`src/rtl/ptw_pkg.sv`:
```
package ptw_pkg;

  localparam int unsigned ADDR_W     = 32;
  localparam int unsigned FRAME_W    = 20;
  localparam int unsigned IDX_W      = 10;
  localparam int unsigned OFS_W      = 12;
  localparam int unsigned DIR_SHIFT  = 22;
  localparam int unsigned TAB_SHIFT  = 12;
  localparam int unsigned PADDR_W    = 3;
  localparam int unsigned PDATA_W    = 32;

  localparam logic [ADDR_W-1:0] FRAME_MASK = 32'hFFFF_F000;
  localparam int unsigned       PRESENT_BIT = 0;

  // Configuration register indexes
  localparam logic REG_DIR_BASE = 1'b0;

  // Request and result codes
  localparam logic REQ_TRANSLATE = 1'b0;
  localparam logic REQ_RESPONSE  = 1'b1;
  localparam logic RES_READ      = 1'b0;
  localparam logic RES_DONE      = 1'b1;

  typedef enum logic [1:0] {
    PHASE_IDLE = 2'd0,
    PHASE_DIR  = 2'd1,
    PHASE_TAB  = 2'd2
  } walk_phase_t;

  typedef struct packed {
    logic              req_type;
    logic [ADDR_W-1:0] vaddr;
    logic [ADDR_W-1:0] read_data;
  } in_item_t;

  typedef struct packed {
    logic              res_type;
    logic [ADDR_W-1:0] read_addr;
    logic [ADDR_W-1:0] phys_addr;
    logic              fault;
  } out_item_t;

  typedef struct packed {
    logic      vld;
    out_item_t item;
  } walk_res_t;

  function automatic logic entry_usable(input logic [ADDR_W-1:0] e);
    return e[PRESENT_BIT] && ((e & FRAME_MASK) != '0);
  endfunction

endpackage

```
`src/rtl/ptw_walk.sv`:
```
module ptw_walk (
  input  logic                       clk,
  input  logic                       rst_n,
  input  logic                       step,
  input  ptw_pkg::in_item_t          item,
  input  logic [ptw_pkg::FRAME_W-1:0] dir_base,
  output ptw_pkg::walk_res_t         res
);

  ptw_pkg::walk_phase_t              phase_r, phase_nxt;
  logic [ptw_pkg::ADDR_W-1:0]        saved_vaddr_r, saved_vaddr_nxt;
  logic                              busy;
  logic [ptw_pkg::IDX_W-1:0]         dir_idx;
  logic [ptw_pkg::IDX_W-1:0]         tab_idx;
  logic [ptw_pkg::ADDR_W-1:0]        entry_frame;

  assign dir_idx     = item.vaddr[ptw_pkg::DIR_SHIFT +: ptw_pkg::IDX_W];
  assign tab_idx     = saved_vaddr_r[ptw_pkg::TAB_SHIFT +: ptw_pkg::IDX_W];
  assign entry_frame = item.read_data & ptw_pkg::FRAME_MASK;

  always_comb begin
    unique case (phase_r)
      ptw_pkg::PHASE_DIR, ptw_pkg::PHASE_TAB: busy = 1'b1;
      default:                                busy = 1'b0;
    endcase
  end

  // Next state
  always_comb begin
    phase_nxt       = phase_r;
    saved_vaddr_nxt = saved_vaddr_r;
    if (item.req_type == ptw_pkg::REQ_TRANSLATE) begin
      if (!busy) begin
        phase_nxt       = ptw_pkg::PHASE_DIR;
        saved_vaddr_nxt = item.vaddr;
      end
    end else if (busy) begin
      if (!ptw_pkg::entry_usable(item.read_data) || phase_r == ptw_pkg::PHASE_TAB) begin
        phase_nxt = ptw_pkg::PHASE_IDLE;
      end else begin
        phase_nxt = ptw_pkg::PHASE_TAB;
      end
    end
  end

  // Result
  always_comb begin
    res.vld            = 1'b0;
    res.item.res_type  = ptw_pkg::RES_READ;
    res.item.read_addr = '0;
    res.item.phys_addr = '0;
    res.item.fault     = 1'b0;
    if (item.req_type == ptw_pkg::REQ_TRANSLATE) begin
      if (!busy) begin
        res.vld            = 1'b1;
        res.item.read_addr = {dir_base, dir_idx, 2'b00};
      end
    end else if (busy) begin
      res.vld = 1'b1;
      if (!ptw_pkg::entry_usable(item.read_data)) begin
        res.item.res_type = ptw_pkg::RES_DONE;
        res.item.fault    = 1'b1;
      end else if (phase_r == ptw_pkg::PHASE_DIR) begin
        res.item.read_addr = entry_frame | {20'b0, tab_idx, 2'b00};
      end else begin
        res.item.res_type  = ptw_pkg::RES_DONE;
        res.item.phys_addr = entry_frame
                           | {20'b0, saved_vaddr_r[ptw_pkg::OFS_W-1:0]};
      end
    end
  end

  always_ff @(posedge clk) begin
    if (!rst_n) begin
      phase_r       <= ptw_pkg::PHASE_IDLE;
      saved_vaddr_r <= '0;
    end else if (step) begin
      phase_r       <= phase_nxt;
      saved_vaddr_r <= saved_vaddr_nxt;
    end
  end

endmodule

```
`src/rtl/two_level_page_table_walker.sv`:
```
// Two-level page table walker, 4 KB pages. Each request (a translate request
// or a memory read response) goes through one input register, combinational
// decode/add/check logic and one output register, so one request per cycle
// is sustained; out_valid rises once the request has passed the input and
// then the output register. The only limit on rate is the output register:
// when it holds a result that the consumer stalls, the input register stops
// advancing and, with a request held there, in_stall rises.
// A translate request asks for the directory word at dir_base*4096 + va[31:22]*4;
// the response either faults (present clear or frame zero) or asks for the
// table word at frame + va[21:12]*4; the second response faults the same way
// or finishes with frame | va[11:0]. Translate requests while a walk is open,
// and responses while idle, are consumed with no result. dir_base_frame sits
// at byte address 0 of the APB port and is sampled when a walk starts.
module two_level_page_table_walker (
  input  logic                          clk,
  input  logic                          rst_n,
  // request channel
  input  logic                          in_valid,
  output logic                          in_stall,
  input  ptw_pkg::in_item_t             in_data,
  // result channel
  output logic                          out_valid,
  input  logic                          out_stall,
  output ptw_pkg::out_item_t            out_data,
  // configuration
  input  logic                          psel,
  input  logic                          penable,
  input  logic                          pwrite,
  input  logic [ptw_pkg::PADDR_W-1:0]   paddr,
  input  logic [ptw_pkg::PDATA_W-1:0]   pwdata,
  output logic [ptw_pkg::PDATA_W-1:0]   prdata,
  output logic                          pready
);

  logic                           in_vld_r;
  ptw_pkg::in_item_t              in_item_r;
  logic                           out_vld_r;
  ptw_pkg::out_item_t             out_item_r;
  logic [ptw_pkg::FRAME_W-1:0]    dir_base_r;
  logic                           advance;
  logic                           reg_sel;
  ptw_pkg::walk_res_t             walk_res;

  // Advance the held request when the output register is free or drains now.
  assign advance  = in_vld_r && (!out_vld_r || !out_stall);
  // Hold new requests only while the input register cannot move.
  assign in_stall = in_vld_r && !advance;

  assign reg_sel = paddr[ptw_pkg::PADDR_W-1];

  always_ff @(posedge clk) begin
    if (!rst_n) begin
      in_vld_r <= 1'b0;
    end else if (!in_stall) begin
      in_vld_r <= in_valid;
    end
  end

  always_ff @(posedge clk) begin
    if (in_valid && !in_stall) begin
      in_item_r <= in_data;
    end
  end

  ptw_walk u_walk (
    .clk      (clk),
    .rst_n    (rst_n),
    .step     (advance),
    .item     (in_item_r),
    .dir_base (dir_base_r),
    .res      (walk_res)
  );

  // Load a result on advance; drop the valid once the consumer takes it.
  always_ff @(posedge clk) begin
    if (!rst_n) begin
      out_vld_r <= 1'b0;
    end else if (advance) begin
      out_vld_r <= walk_res.vld;
    end else if (!out_stall) begin
      out_vld_r <= 1'b0;
    end
  end

  always_ff @(posedge clk) begin
    if (advance && walk_res.vld) begin
      out_item_r <= walk_res.item;
    end
  end

  assign out_valid = out_vld_r;
  assign out_data  = out_item_r;

  // Configuration register; writes beyond the list are ignored.
  always_ff @(posedge clk) begin
    if (!rst_n) begin
      dir_base_r <= '0;
    end else if (psel && penable && pwrite && pready
                 && reg_sel == ptw_pkg::REG_DIR_BASE) begin
      dir_base_r <= pwdata[ptw_pkg::FRAME_W-1:0];
    end
  end

  always_comb begin
    prdata = '0;
    if (reg_sel == ptw_pkg::REG_DIR_BASE) begin
      prdata = {{(ptw_pkg::PDATA_W - ptw_pkg::FRAME_W){1'b0}}, dir_base_r};
    end
  end

  assign pready = 1'b1;

endmodule

```
`config.mk`:
```
export PLATFORM = sky130hd
export DESIGN_NAME = two_level_page_table_walker
export DESIGN_NICKNAME = d
export VERILOG_FILES = /design/src/rtl/ptw_pkg.sv /design/src/rtl/ptw_walk.sv /design/src/rtl/two_level_page_table_walker.sv
export SDC_FILE = /design/constraint.sdc
export NUM_CORES = 1
export LEC_CHECK = 0
export ABC_AREA = 1
export BUFFER_PORTS_ARGS = -buffer_cell sky130_fd_sc_hd__buf_2
export CORE_MARGIN = 3
export CORE_UTILIZATION = 49
export CTS_CLUSTER_DIAMETER = 50
export DETAILED_ROUTE_END_ITERATION = 10
export PLACE_DENSITY = 0.82
export REMOVE_ABC_BUFFERS = 1
export SYNTH_ARGS = -nofsm -noshare
export SYNTH_HDL_FRONTEND = slang
export SYNTH_SLANG_ARGS = --single-unit
```
`constraint.sdc`:
```
create_clock -name clk -period 13.63 [get_ports clk]
set_input_delay 1.363 -clock clk [delete_from_list [all_inputs] [get_ports clk]]
set_output_delay 1.363 -clock clk [all_outputs]
set_load 0.01 [all_outputs]
```
==> flow_summary.yaml <==
synthesis:
  seq_area_frac_synth: 0.7194
  synth.top_cell.area_share: 0.5710
  synth_largest_area_cell: "edfxtp_1"
  synth_cell_types: 22
  synth_area_leaders: "edfxtp_1 (57%), dfxtp_1 (15%), o21ai_0 (6.0%)"
  yosys_register_bits: 164
  netlist_instances: 540
  postSynthAreaPerCell_um2: 11.49
  ys_warn_count: 0
  netlist_area_um2: 6206
floorplan:
  io_pins: 208
  core_um2: 12210
  fp.dieW_um: 118.5
  start_util: 0.5082
  die_h_um: 118.5
  dieArea_um2: 14050
  num_rows: 40
sta:
  finalSetupViolations: 0
  worst_slack_ns: 10.24
  rsz0062_at_grt: "no"
  post-route-period-util: 0.2484
  worst_slew_pin_slew_ns: 0.7941
  tns_ns: 0
  report.final.slew_viol_count: 0
  fin_crit_ns: 3.385
  whs_ns: 0.4460
  finClkSkew_ns: 0.01475
  max-slew-margin-rel: 0.4706
  hold_violations: 0
  max_freq_ghz: 0.2954
critical_path:
  end_kind: "primary output"
  worstPathRequired_ns: 12.27
  cp.arrival_ns: 2.02
  crit_type: "input pin to primary output"
  worstPathMaxFanout: 21
  start_kind: "input pin"
min_path:
  holdCritPathClass: "flop to flop"
grt:
  grt_pass1_vias: 4344
  antenna_found_initial: 0
  grt_pass1_wl_mm: 21.45
  grt_max_degree: 46
  grt-ovfl-total: 0
  track_usage: 0.1982
clock_tree:
  cts-root-buf: "clkbuf_16"
  cts.path.max_buffers: 2
  cts_hold_buf: 0
  clkTransAtPathRegs_ns: 0.06
  post_cts_buffers: 0
  cts_buffers: 17
  cts_tree: "yes"
  htree_levels: 4
  cts_resized: 0
  cts_sinks: 164
  clk_latency_ns: 0.43
placed_design:
  dpl.hpwl_mm: 9.089
  buffer_ports.inserted: 167
  gp_congestion: 0.7537
  dp_slack_ns: 10.26
  placedCellCount: 854
route:
  antenna_left: 0
  vias: 4373
  wirelength_mm: 13.51
  wl_per_cell_um: 15.25
  drc: 0
  drtIter0Drc: 364
  first_pass_iters: 5
  drt-vias-per-instance: 4.936
pwr:
  pwr-share-comb: 0.068
  p_seq_frac: 0.500
  ir_worst_vdd_uv: 121.2
  p_switching_mw: 0.2603
  clkPwrFrac: 0.432
  swShare: 0.2279
  power.density_nw_per_um2: 147.3
  p_int_mw: 0.8821
  p_leak_nw: 3.016
cells_and_area:
  drive_above_1_share: 0.3008
  ff_latch_area_um2: 4464
  nets: 817
  n_antenna_cell: 0
  final_common_cell: "buf_2"
  multi_input_area_um2: 1340
  area_growth_pct: 24.94
  stdcell_count: 886
  nFillCells: 950
  final_cell_mix: "buf_2 (167), edfxtp_1 (118), o21ai_0 (74)"
status:
  status: "complete, no violations"
flow_run:
  cap_violations: 0
state kept, by name, summed over array words and instances, names as in the netlist:
signal                cells
in_item_r                54
u_walk.saved_vaddr_r     22
in_vld_r                  1
u_walk.phase_r            2
dir_base_r               20
out_valid                 1
out_data                 64
critical path, stage by stage:
cell and delay [ns]:
buf_2 0.37, nor2_1 0.12, buf_2 0.16
path summary, 6_finish.rpt:
| path | from | end | slack (ns) | cells past startpoint |
|---|---|---|---|---|
| setup reg to reg | u_walk.phase_r[1]$_SDFFE_PN0P_ | out_data[56]$_DFFE_PP_ | 11.21 | 5 |
| setup / recovery | paddr[2] | prdata[8] | 10.24 | 3 |
| hold reg to reg | u_walk.saved_vaddr_r[19]$_SDFFE_PN0P_ | u_walk.saved_vaddr_r[19]$_SDFFE_PN0P_ | 0.45 | 2 |
| hold / removal | u_walk.saved_vaddr_r[19]$_SDFFE_PN0P_ | u_walk.saved_vaddr_r[19]$_SDFFE_PN0P_ | 0.45 | 2 |
logic make-up (layout without fill, tap and decap cells):
logic type / count (synthesis) / count (layout) / share of synthesized area
flops: 164 / 164 / 0.7194
fa+ha+maj: 5 / 5 / 0.01008
other cells: 2 / 15 / 0.001210
buf+inv: 102 / 267 / 0.07419
compound gates: 119 / 119 / 0.09597
simple gates: 148 / 148 / 0.09919
power by group through the flow:
stage | Combinational [mW] | Sequential, mW | Clock [mW]
after floorplan | 0.0330 | 0.588 | 0
after global placement | 0.0747 | 0.581 | 0
after detailed placement | 0.0777 | 0.582 | 0
after CTS | 0.0782 | 0.572 | 0.504
after global routing | 0.0861 | 0.574 | 0.527
final | 0.0773 | 0.572 | 0.494
stage by stage:
stage,util,instance area (um2),total power [mW]
2_1_floorplan,-,6020,0.6205
3_3_place_gp,0.5843,7136,0.6559
5_1_grt,0.6349,7754,1.187
6_report,0.6349,7754,1.142
4_1_cts,0.6349,7754,1.154
3_5_place_dp,0.5843,7136,0.6601
area by class of cell:
type,instances,share of cell area
Tap cell,168,0.02711
Timing Repair Buffer,175,0.1155
Clock buffer,17,0.05487
Sequential cell,164,0.5758
Multi-Input combinational cell,287,0.1728
Clock inverter,15,0.02485
Inverter,60,0.02905
Yosys cell counts, drive strengths merged:
cell / count
nand2: 72
nand3: 4
nand4: 1
o21ai: 74
a21oi: 45
nor2: 51
ha: 5
nor3: 19
dfxtp: 46
buf: 28
conb: 2
edfxtp: 118
clkbuf: 14
nand3b: 1
inv: 60
layer usage:
| layer | wire (um) | share of wire | GRT usage | up-vias |
|---|---|---|---|---|
| met4 | 199 | 0.015 | 0.06300 | 0 |
| met5 | 0 | 0 | 0 | - |
| li1 | - | - | - | 2131 |
| met2 | 7007 | 0.52 | 0.3435 | 180 |
| met1 | 5355 | 0.40 | 0.2343 | 2044 |
| met3 | 944 | 0.070 | 0.06364 | 18 |
No activity file was read; power rests on OpenSTA's default activity.
